`src/hdl/rrs_pkg.sv`:
```
`timescale 1ns / 1ps

package rrs_pkg;

  localparam int ACC_W    = 16;
  localparam int ALT_W    = 24;
  localparam int TIME_W   = 32;
  localparam int STATUS_W = 3;
  localparam int LIMIT_W  = 15;
  localparam int MS_W     = 20;
  localparam int HEIGHT_W = 16;
  localparam int CFG_IDX_W  = 3;
  localparam int CFG_DATA_W = 20;

  localparam int CHARGE_PULSE_MS = 1000;

  localparam int IN_ACC_LSB    = 0;
  localparam int IN_ALT_LSB    = 48;
  localparam int IN_TIME_LSB   = 72;
  localparam int IN_STATUS_LSB = 104;
  localparam int IN_TDATA_W    = 112;

  localparam int OUT_STATUS_LSB  = 0;
  localparam int OUT_CHANGED_BIT = 3;
  localparam int OUT_DROGUE_BIT  = 4;
  localparam int OUT_MAIN_BIT    = 5;
  localparam int OUT_MEAN_LSB    = 6;
  localparam int OUT_TDATA_W     = 32;

  typedef enum logic [STATUS_W-1:0] {
    ST_PREPARING = 3'd0,
    ST_READY     = 3'd1,
    ST_ASCENDING = 3'd2,
    ST_DROGUE    = 3'd3,
    ST_MAIN      = 3'd4,
    ST_LANDED    = 3'd5
  } status_t;

  typedef enum logic [1:0] {
    CH_READY    = 2'd0,
    CH_IGNITING = 2'd1,
    CH_DONE     = 2'd2
  } charge_t;

  typedef enum logic [CFG_IDX_W-1:0] {
    REG_LIFTOFF_LIMIT   = 3'd0,
    REG_TOUCHDOWN_LIMIT = 3'd1,
    REG_DROGUE_MIN_MS   = 3'd2,
    REG_DROGUE_MAX_MS   = 3'd3,
    REG_APOGEE_DROP     = 3'd4,
    REG_MAIN_MIN_MS     = 3'd5,
    REG_MAIN_MAX_MS     = 3'd6,
    REG_MAIN_HEIGHT     = 3'd7
  } reg_index_t;

  typedef struct packed {
    logic [TIME_W-1:0] time_ms;
    status_t           status;
    logic              liftoff_hit;
    logic              touchdown_hit;
  } flight_t;

endpackage

```
`src/hdl/rrs_ram.sv`:
```
`timescale 1ns / 1ps

module rrs_ram #(
  parameter int WIDTH = 24,
  parameter int DEPTH = 8
) (
  input  logic                     clk,
  input  logic                     we,
  input  logic [$clog2(DEPTH)-1:0] waddr,
  input  logic [WIDTH-1:0]         wdata,
  input  logic                     re,
  input  logic [$clog2(DEPTH)-1:0] raddr,
  output logic [WIDTH-1:0]         rdata
);

  logic [WIDTH-1:0] mem [DEPTH];

  always_ff @(posedge clk) begin
    if (we) begin
      mem[waddr] <= wdata;
    end
    if (re) begin
      rdata <= mem[raddr];
    end
  end

endmodule

```
`src/hdl/rocket_recovery_sequencer.sv`:
```
`timescale 1ns / 1ps
// An accepted item passes the pipeline stages and the output register before m_axis offers it.
// Throughput: one item per cycle unless m_axis_tready stalls; window read and sum share
// the first stage; reciprocal multiply, remainder correction and flight decision take one each.
// Reset (synchronous, rst high): registers return to their defaults, pipeline empties,
// window entries read as zero until written (one valid flop per entry, no clearing pass).
module rocket_recovery_sequencer
  import rrs_pkg::*;
#(
  parameter int WINDOW_DEPTH = 8
) (
  input  logic                   clk,
  input  logic                   rst,
  input  logic                   s_axis_tvalid,
  output logic                   s_axis_tready,
  // accel_x, accel_y, accel_z, altitude, time_ms, status_in, zero pad
  input  logic [IN_TDATA_W-1:0]  s_axis_tdata,
  output logic                   m_axis_tvalid,
  input  logic                   m_axis_tready,
  // status_out, status_changed, drogue_fire, main_fire, avg_altitude, zero pad
  output logic [OUT_TDATA_W-1:0] m_axis_tdata,
  input  logic                   cfg_valid,
  output logic                   cfg_ready,
  input  logic [CFG_IDX_W-1:0]   cfg_index,
  input  logic [CFG_DATA_W-1:0]  cfg_data
);

  localparam int IDX_W  = $clog2(WINDOW_DEPTH);
  localparam int SUM_W  = ALT_W + IDX_W;
  localparam int NW     = SUM_W + 1;
  localparam int MW     = NW + 1;
  localparam int SHIFT  = NW + IDX_W;
  localparam int QW     = ALT_W + 1;
  localparam logic [63:0] RECIP_FULL  = (64'd1 << SHIFT) / 64'(WINDOW_DEPTH);
  localparam logic [63:0] OFFSET_FULL = 64'(WINDOW_DEPTH) << ALT_W;
  localparam logic [MW-1:0] RECIP   = RECIP_FULL[MW-1:0];
  localparam logic [NW-1:0] OFFSET  = OFFSET_FULL[NW-1:0];
  localparam logic [NW-1:0] DEPTH_N = NW'(WINDOW_DEPTH);

  function automatic logic over_limit(input logic [3*ACC_W-1:0] acc3,
                                      input logic [LIMIT_W-1:0] lim);
    logic signed [ACC_W:0] a;
    logic signed [ACC_W:0] l;
    logic hit;
    hit = 1'b0;
    l = $signed({2'b00, lim});
    for (int i = 0; i < 3; i++) begin
      a = (ACC_W+1)'($signed(acc3[i*ACC_W +: ACC_W]));
      if (a >= l || a <= -l) begin
        hit = 1'b1;
      end
    end
    return hit;
  endfunction

  logic [LIMIT_W-1:0]  liftoff_limit;
  logic [LIMIT_W-1:0]  touchdown_limit;
  logic [MS_W-1:0]     drogue_min_ms;
  logic [MS_W-1:0]     drogue_max_ms;
  logic [HEIGHT_W-1:0] apogee_drop;
  logic [MS_W-1:0]     main_min_ms;
  logic [MS_W-1:0]     main_max_ms;
  logic [HEIGHT_W-1:0] main_height;

  logic                   in_accept;
  logic [IDX_W-1:0]       write_index;
  logic [WINDOW_DEPTH-1:0] filled;
  logic [ALT_W-1:0]       ram_rdata;

  logic                    v1, v2, v3, v4;
  logic                    adv1, adv2, adv3, adv4;
  logic                    free1, free2, free3, free4, free_out;
  flight_t                 f1, f2, f3, f4;
  logic signed [ALT_W-1:0] alt1;
  logic [IDX_W-1:0]        idx1;
  logic                    rvalid1;
  logic signed [ALT_W-1:0] old1;
  logic signed [SUM_W-1:0] window_sum;
  logic signed [SUM_W-1:0] sum_next;
  logic [NW-1:0]           n2, n3;
  logic [NW+MW-1:0]        prod;
  logic [QW-1:0]           q3;
  logic [NW-1:0]           rem;
  logic [QW-1:0]           qfix;
  logic signed [ALT_W-1:0] mean4;

  logic signed [ALT_W-1:0] highest_mean, highest_mean_next;
  logic signed [ALT_W-1:0] launch_altitude, launch_altitude_next;
  logic [TIME_W-1:0]       liftoff_time, liftoff_time_next;
  charge_t                 drogue_state, drogue_state_next;
  charge_t                 main_state, main_state_next;
  logic [TIME_W-1:0]       drogue_fire_time, drogue_fire_time_next;
  logic [TIME_W-1:0]       main_fire_time, main_fire_time_next;
  logic                    drogue_pin, drogue_pin_next;
  logic                    main_pin, main_pin_next;
  status_t                 status_next;
  logic [OUT_TDATA_W-1:0]  out_next;

  logic [TIME_W-1:0]       since;
  logic signed [ALT_W:0]   drop;
  logic signed [ALT_W:0]   height;
  logic                    drogue_due, main_due;

  assign cfg_ready = 1'b1;

  always_ff @(posedge clk) begin
    if (rst) begin
      liftoff_limit   <= LIMIT_W'(24576);
      touchdown_limit <= LIMIT_W'(16384);
      drogue_min_ms   <= MS_W'(8000);
      drogue_max_ms   <= MS_W'(20000);
      apogee_drop     <= HEIGHT_W'(160);
      main_min_ms     <= MS_W'(20000);
      main_max_ms     <= MS_W'(120000);
      main_height     <= HEIGHT_W'(3200);
    end else if (cfg_valid) begin
      case (cfg_index)
        REG_LIFTOFF_LIMIT:   liftoff_limit   <= cfg_data[LIMIT_W-1:0];
        REG_TOUCHDOWN_LIMIT: touchdown_limit <= cfg_data[LIMIT_W-1:0];
        REG_DROGUE_MIN_MS:   drogue_min_ms   <= cfg_data[MS_W-1:0];
        REG_DROGUE_MAX_MS:   drogue_max_ms   <= cfg_data[MS_W-1:0];
        REG_APOGEE_DROP:     apogee_drop     <= cfg_data[HEIGHT_W-1:0];
        REG_MAIN_MIN_MS:     main_min_ms     <= cfg_data[MS_W-1:0];
        REG_MAIN_MAX_MS:     main_max_ms     <= cfg_data[MS_W-1:0];
        REG_MAIN_HEIGHT:     main_height     <= cfg_data[HEIGHT_W-1:0];
        default: ;
      endcase
    end
  end

  assign free_out = !m_axis_tvalid || m_axis_tready;
  assign adv4  = v4 && free_out;
  assign free4 = !v4 || adv4;
  assign adv3  = v3 && free4;
  assign free3 = !v3 || adv3;
  assign adv2  = v2 && free3;
  assign free2 = !v2 || adv2;
  assign adv1  = v1 && free2;
  assign free1 = !v1 || adv1;

  assign s_axis_tready = free1;
  assign in_accept     = s_axis_tvalid && free1;

  rrs_ram #(
    .WIDTH (ALT_W),
    .DEPTH (WINDOW_DEPTH)
  ) u_window (
    .clk   (clk),
    .we    (adv1),
    .waddr (idx1),
    .wdata (alt1),
    .re    (in_accept),
    .raddr (write_index),
    .rdata (ram_rdata)
  );

  // stage 1: window read returns, update running sum, write back
  assign old1     = rvalid1 ? $signed(ram_rdata) : '0;
  assign sum_next = window_sum + SUM_W'(alt1) - SUM_W'(old1);

  // stage 2: reciprocal multiply on the offset (non-negative) sum
  assign prod = (NW+MW)'(n2) * (NW+MW)'(RECIP);

  // stage 3: correct the quotient by at most one
  assign rem  = n3 - NW'(NW'(q3) * DEPTH_N);
  assign qfix = q3 + QW'(rem >= DEPTH_N);

  always_ff @(posedge clk) begin
    if (rst) begin
      v1          <= 1'b0;
      v2          <= 1'b0;
      v3          <= 1'b0;
      v4          <= 1'b0;
      write_index <= '0;
      filled      <= '0;
      window_sum  <= '0;
    end else begin
      if (in_accept) begin
        v1          <= 1'b1;
        rvalid1     <= filled[write_index];
        write_index <= (write_index == IDX_W'(WINDOW_DEPTH - 1)) ? '0 : write_index + 1'b1;
      end else if (adv1) begin
        v1 <= 1'b0;
      end
      if (adv1) begin
        window_sum   <= sum_next;
        filled[idx1] <= 1'b1;
        v2           <= 1'b1;
      end else if (adv2) begin
        v2 <= 1'b0;
      end
      if (adv2) begin
        v3 <= 1'b1;
      end else if (adv3) begin
        v3 <= 1'b0;
      end
      if (adv3) begin
        v4 <= 1'b1;
      end else if (adv4) begin
        v4 <= 1'b0;
      end
    end
  end

  always_ff @(posedge clk) begin
    if (in_accept) begin
      idx1 <= write_index;
      alt1 <= $signed(s_axis_tdata[IN_ALT_LSB +: ALT_W]);
      f1.time_ms       <= s_axis_tdata[IN_TIME_LSB +: TIME_W];
      f1.status        <= status_t'(s_axis_tdata[IN_STATUS_LSB +: STATUS_W]);
      f1.liftoff_hit   <= over_limit(s_axis_tdata[IN_ACC_LSB +: 3*ACC_W], liftoff_limit);
      f1.touchdown_hit <= over_limit(s_axis_tdata[IN_ACC_LSB +: 3*ACC_W], touchdown_limit);
    end
    if (adv1) begin
      n2 <= NW'({sum_next[SUM_W-1], sum_next}) + OFFSET;
      f2 <= f1;
    end
    if (adv2) begin
      q3 <= prod[SHIFT +: QW];
      n3 <= n2;
      f3 <= f2;
    end
    if (adv3) begin
      mean4 <= $signed(qfix[ALT_W-1:0]);
      f4    <= f3;
    end
  end

  // stage 4: flight decision
  always_comb begin
    highest_mean_next     = (mean4 > highest_mean) ? mean4 : highest_mean;
    since                 = f4.time_ms - liftoff_time;
    drop                  = (ALT_W+1)'(highest_mean_next) - (ALT_W+1)'(mean4);
    height                = (ALT_W+1)'(mean4) - (ALT_W+1)'(launch_altitude);

    if (since < TIME_W'(drogue_min_ms)) begin
      drogue_due = 1'b0;
    end else if (since >= TIME_W'(drogue_max_ms)) begin
      drogue_due = 1'b1;
    end else begin
      drogue_due = $unsigned(drop) >= (ALT_W+1)'(apogee_drop);
    end

    if (since < TIME_W'(main_min_ms)) begin
      main_due = 1'b0;
    end else if (since > TIME_W'(main_max_ms)) begin
      main_due = 1'b1;
    end else begin
      main_due = height <= $signed((ALT_W+1)'(main_height));
    end

    status_next           = f4.status;
    launch_altitude_next  = launch_altitude;
    liftoff_time_next     = liftoff_time;
    drogue_state_next     = drogue_state;
    main_state_next       = main_state;
    drogue_fire_time_next = drogue_fire_time;
    main_fire_time_next   = main_fire_time;
    drogue_pin_next       = drogue_pin;
    main_pin_next         = main_pin;

    case (f4.status)
      ST_READY: begin
        if (f4.liftoff_hit) begin
          status_next          = ST_ASCENDING;
          launch_altitude_next = mean4;
          liftoff_time_next    = f4.time_ms;
        end
      end
      ST_ASCENDING: begin
        if (drogue_due) begin
          case (drogue_state)
            CH_READY: begin
              drogue_pin_next       = 1'b1;
              drogue_fire_time_next = f4.time_ms;
              drogue_state_next     = CH_IGNITING;
            end
            CH_IGNITING: begin
              if (f4.time_ms - drogue_fire_time >= TIME_W'(CHARGE_PULSE_MS)) begin
                drogue_pin_next   = 1'b0;
                drogue_state_next = CH_DONE;
                status_next       = ST_DROGUE;
              end
            end
            default: begin
              status_next = ST_DROGUE;
            end
          endcase
        end
      end
      ST_DROGUE: begin
        if (main_due) begin
          case (main_state)
            CH_READY: begin
              main_pin_next       = 1'b1;
              main_fire_time_next = f4.time_ms;
              main_state_next     = CH_IGNITING;
            end
            CH_IGNITING: begin
              if (f4.time_ms - main_fire_time >= TIME_W'(CHARGE_PULSE_MS)) begin
                main_pin_next   = 1'b0;
                main_state_next = CH_DONE;
                status_next     = ST_MAIN;
              end
            end
            default: begin
              status_next = ST_MAIN;
            end
          endcase
        end
      end
      ST_MAIN: begin
        if (f4.touchdown_hit) begin
          status_next = ST_LANDED;
        end
      end
      default: ;
    endcase

    out_next = '0;
    out_next[OUT_STATUS_LSB +: STATUS_W] = status_next;
    out_next[OUT_CHANGED_BIT]            = (status_next != f4.status);
    out_next[OUT_DROGUE_BIT]             = drogue_pin_next;
    out_next[OUT_MAIN_BIT]               = main_pin_next;
    out_next[OUT_MEAN_LSB +: ALT_W]      = mean4;
  end

  always_ff @(posedge clk) begin
    if (rst) begin
      highest_mean     <= '0;
      launch_altitude  <= '0;
      liftoff_time     <= '0;
      drogue_state     <= CH_READY;
      main_state       <= CH_READY;
      drogue_fire_time <= '0;
      main_fire_time   <= '0;
      drogue_pin       <= 1'b0;
      main_pin         <= 1'b0;
      m_axis_tvalid    <= 1'b0;
    end else begin
      if (adv4) begin
        highest_mean     <= highest_mean_next;
        launch_altitude  <= launch_altitude_next;
        liftoff_time     <= liftoff_time_next;
        drogue_state     <= drogue_state_next;
        main_state       <= main_state_next;
        drogue_fire_time <= drogue_fire_time_next;
        main_fire_time   <= main_fire_time_next;
        drogue_pin       <= drogue_pin_next;
        main_pin         <= main_pin_next;
        m_axis_tvalid    <= 1'b1;
      end else if (m_axis_tready) begin
        m_axis_tvalid <= 1'b0;
      end
    end
  end

  always_ff @(posedge clk) begin
    if (adv4) begin
      m_axis_tdata <= out_next;
    end
  end

endmodule

```
`config.mk`:
```
export PLATFORM = sky130hd
export DESIGN_NAME = rocket_recovery_sequencer
export DESIGN_NICKNAME = d
export VERILOG_FILES = /design/src/hdl/rrs_pkg.sv /design/src/hdl/rrs_ram.sv /design/src/hdl/rocket_recovery_sequencer.sv
export SDC_FILE = /design/constraint.sdc
export NUM_CORES = 2
export LEC_CHECK = 0
export BUFFER_PORTS_ARGS = -buffer_cell sky130_fd_sc_hd__buf_2
export CAP_MARGIN = 10
export CORE_MARGIN = 2
export CORE_UTILIZATION = 59
export CTS_BUF_LIST = sky130_fd_sc_hd__clkbuf_4 sky130_fd_sc_hd__clkbuf_8
export CTS_CLUSTER_DIAMETER = 40
export DETAILED_ROUTE_END_ITERATION = 12
export MAX_ROUTING_LAYER = met4
export PLACE_DENSITY_LB_ADDON = 0.05
export SYNTH_ARGS = -nofsm -noshare
export SYNTH_HDL_FRONTEND = slang
export SYNTH_SLANG_ARGS = --single-unit
```
`constraint.sdc`:
```
create_clock -name clk -period 7 [get_ports clk]
set_input_delay 0.7 -clock clk [delete_from_list [all_inputs] [get_ports clk]]
set_output_delay 0.7 -clock clk [all_outputs]
set_load 0.05 [all_outputs]
```
==> summary.md <==
| Metric | Value |
|---|---|
| Unrepaired setup endpoints after global routing | yes |
| Pwr dens | around 230 mW/mm^2 |
| Final net count | 5,728 |
| Antenna violations before repair | 11 |
| CTS sink cnt | a little over 800 |
| Mapped cell area | roughly 0.048 mm^2 |
| Post-DP Area | around 0.050 mm^2 |
| Hold path cells | 1 |
| Tightest Hold Check Type | in -> reg |
| WL final | around 130 mm |
| Routed WL per cell | 20.39 um |
| Post-synth ARST share | 0% |
| Worst-path fanout max | 8 |
| Critical path's slowest cell | or4_4 |
| Gr usage total | between 30% and 40% |
| DRT antenna net count | 0 |
| Clk root buf | clkbuf_8 |
| Via count | 36,400 |
| Final hold vios | 0 |
| Reg2reg start | mean4[1]$_DFFE_PP_ |
| Die height | approximately 290 um |
| Syn. warnings | 0 |
| #FFs+latches synth | around 830 |
| Worst Setup Start Kind | register |
| Detailed Routing Iterations Pass 1 | 6 |
| TritonCTS buffer count | between 100 and 150 |
| Starting Density | between 50% and 60% |
| CORE AREA | ~0.080 mm^2 |
| Finished Layout Cells | 6,252 |
| Yosys cell types | 95 |
| Worst Max-Slew Pin Slew | ~1.1 ns |
| Final Skew | around 0.053 ns |
| First-pass GRT wire length | 194.5 mm |
| Hold Startpoint | s_axis_tdata[101] |
| Most used cell along the critical path | o21a_1 |
| Pwr Total | ~12,000 uW |
| Grt total ovfl | 0 |
| Vias in the first global route | approximately 35,000 |
| Reg clk slew, reported paths | around 0.06 ns |
| End of the worst hold path | f1[34]$_DFFE_PP_ |
| Status | finished, violations left |
| RR Endpoint | drogue_fire_time[6]$_SDFFE_PP0P_ |
| Fillers | around 6,300 |
| Post-route cell area | around 0.054 mm^2 |
| Tcrit/Tclk final | 100.4% |
| Layout cell share with drive strength beyond 1 | 14.65% |
| H-tree lvl count | 4 |
| Avg Cell Area, Syn | ~10 um^2 |
| FP Rows | ~100 |
| Mapped Cells | 4,723 |
| Worst R2R Path Depth | 36 |
| Final Critical Period | approximately 7 ns |
| Number of flops mapped to enable cells by yosys | between 400 and 500 |
| Worst Hold Slack | around 0.06 ns |
| Max Slew Vio Count | 0 |
| Worst path required time | 7.66 ns |
| DRC | 0 |
| Failing checks | negative setup slack |
| CP startpoint | mean4[1]$_DFFE_PP_ |
| Final worst slack | -0.02544 ns |
| Peak VDD IR | 0.0002001 V |
| Worst EP arrival | ~7.7 ns |
| Crit. End Element | register |
| Largest net degree at the start of global routing | 94 |
| Avg Vias per Cell | slightly below 6 |
| Clock Tree Buf Depth | 3 |
| Max-Slew Margin vs Limit | about a quarter |
| Dpl ws | -0.5352 ns |
| Register-to-register setup slack | -0.03 ns |
| Post-placement cell count | roughly 5,900 |
| WS Path Type | reg -> reg |
| Post-DP HPWL | between 90 and 100 mm |
| Num ports | between 150 and 200 |
| CP max stage delay | around 0.45 ns |
| Die width | approximately 290 um |
| Die area | approximately 0.083 mm^2 |
| I/O Buffers | 166 |
| 1st-iter DRT viols | 2,863 |
| GP Congestion | between 0.9 and 1 |
| P&R area growth vs syn | 14.40% |
| Register area share after synthesis | between 40 and 50% |
| Worst skew pair latency | ~0.84 ns |
| Fmax | around 140 MHz |
| CTS tree | done |
| Top FF cell, synth | edfxtp_1 |
| Max_cap viols | 0 |
| Final setup fails | 1 |
| Leakage | ~0.021 uW |
cell families (layout without fill, tap and decap cells):
kind of cell	Yosys count	count (layout)	share of synthesized area, %
AO/OA/AOI/OAI	1091	1091	14.71
XOR/XNOR	116	116	2.150
adder cells (fa/ha/maj)	524	524	14.26
buffers and inverters	637	1099	5.233
flip-flops	829	829	45.25
multiplexers	186	186	5.309
other	2	9	0.01578
AND/OR/NAND/NOR	1338	1338	13.07
worst max path at each step:
stage / endpoint / slack, ns / cells past startpoint
4_1_cts: drogue_fire_time[27]$_SDFFE_PP0P_ / -0.005 / 36
6_report: drogue_fire_time[6]$_SDFFE_PP0P_ / -0.03 / 36
2_1_floorplan: drogue_fire_time[10]$_SDFFE_PP0P_ / 0.03 / 37
3_3_place_gp: drogue_fire_time[19]$_SDFFE_PP0P_ / -0.35 / 33
5_1_grt: drogue_fire_time[10]$_SDFFE_PP0P_ / -0.38 / 36
3_5_place_dp: drogue_fire_time[27]$_SDFFE_PP0P_ / -0.54 / 36
timing repair:
item                                    in CTS  in global routing
hold endpoints to repair                    34                  0
hold buffers                                34                  0
endpoints found under the setup margin      38                 38
buffers inserted                             9                  6
gates cloned                                 5                  0
gates resized for setup                     40                 39
pin swaps                                   27                 22
metal layers:
layer  GRT usage (%)  vias up  routed length, um  part of all wire (%)
li1                -    17710                  -                     -
met2           48.40     1217              58110                    46
met4           11.81        0               4100                   3.2
met1           41.76    17240              56430                    44
met3           5.674      234               8822                   6.9
met5               -        -                  0                     0
layout make-up:
type | count | area [um^2] | share of cell area, %
clock buffer | 212 | 2611 | 4.795
sequential | 829 | 21550 | 39.57
multi-input combinational | 3258 | 23920 | 43.92
clock inverter | 55 | 715.7 | 1.314
inverter | 477 | 1794 | 3.295
timing repair buffer | 355 | 2529 | 4.643
tap | 1060 | 1326 | 2.435
antenna | 6 | 15.01 | 0.02757
where the power goes:
group / switching [uW] / internal (uW)
clock network: 2140 / 2820
registers: 127 / 5430
logic: 1040 / 709
through the flow:
stage / util [%] / TNS, ns
finish: 67.94 / -0.02544
global route: 67.94 / -12.16
CTS: 67.69 / -0.01178
detailed placement: 62.66 / -18.26
global placement: 62.66 / -12.01
floorplan: - / 0
cells in the final DEF (no fill, tap or decap), types with 31 or more instances in the layout:
| master | Yosys | final |
|---|---|---|
| a211o_1 | 36 | 36 |
| nor3_1 | 63 | 54 |
| clkbuf_4 | 0 | 49 |
| xnor2_1 | 85 | 85 |
| edfxtp_1 | 494 | 494 |
| mux2i_1 | 107 | 105 |
| nand2b_1 | 56 | 56 |
| nand4_1 | 80 | 80 |
| o21a_1 | 64 | 64 |
| dlygate4sd3_1 | 0 | 34 |
| nand3_1 | 58 | 58 |
| nand2_1 | 571 | 568 |
| mux4_2 | 50 | 50 |
| buf_2 | 5 | 165 |
| nor2b_1 | 55 | 52 |
| a21o_1 | 109 | 109 |
| o21ai_0 | 173 | 162 |
| a211oi_1 | 43 | 42 |
| a21oi_1 | 405 | 400 |
| clkbuf_8 | 0 | 163 |
| and2_1 | 43 | 43 |
| nor2_1 | 278 | 274 |
| ha_1 | 493 | 489 |
| nor4_1 | 33 | 31 |
| inv_1 | 477 | 475 |
| buf_4 | 3 | 140 |
| dfxtp_1 | 335 | 331 |
cells in the mapped netlist, types with 9 or more instances:
library cell	count	area, um^2
o21ai_0	173	865.8
o31ai_1	27	202.7
and2_1	43	269.0
a211oi_1	43	322.8
a2111oi_0	13	113.9
fa_1	31	620.6
dfxtp_1	335	6706
or2_2	9	56.30
o21bai_1	23	172.7
or3_1	11	68.82
xnor2_1	85	744.5
o31a_1	9	78.83
nor2_1	278	1044
nor4_1	33	206.5
nand3_1	58	290.3
clkbuf_1	125	469.2
mux2i_1	107	1071
and3_1	22	137.6
edfxtp_1	494	14830
a211o_1	36	315.3
nand4_1	80	500.5
a21oi_1	405	2027
a221oi_1	12	105.1
a31oi_1	29	181.4
o2111ai_1	11	96.34
nor3_1	63	315.3
nor2b_1	55	344.1
mux4_2	50	1126
clkbuf_2	15	75.07
a21o_1	109	818.3
nand2_1	571	2143
mux2_2	28	315.3
inv_1	477	1790
a21boi_0	14	105.1
nand3b_1	14	105.1
xor2_1	30	262.8
o211ai_1	23	172.7
nand2b_1	56	350.3
ha_1	493	6168
and4_1	13	113.9
o21a_1	64	480.5
state kept, by name (all words and copies together) (netlist names), 32 cells and up:
name / cells
drogue_fire_time: 32
f1: 37
f2: 37
f3: 37
f4: 37
liftoff_time: 32
main_fire_time: 32
u_window.mem: 192
critical path, delay by kind of cell (launching register included):
kind,cells,cell delay (ns)
flops,1,0.43
fa+ha+maj,3,0.68
simple gates,9,1.47
xor+xnor,1,0.09
mux,1,0.20
buf+inv,3,0.44
compound gates,19,3.58
No activity file was read; power rests on OpenSTA's default activity.
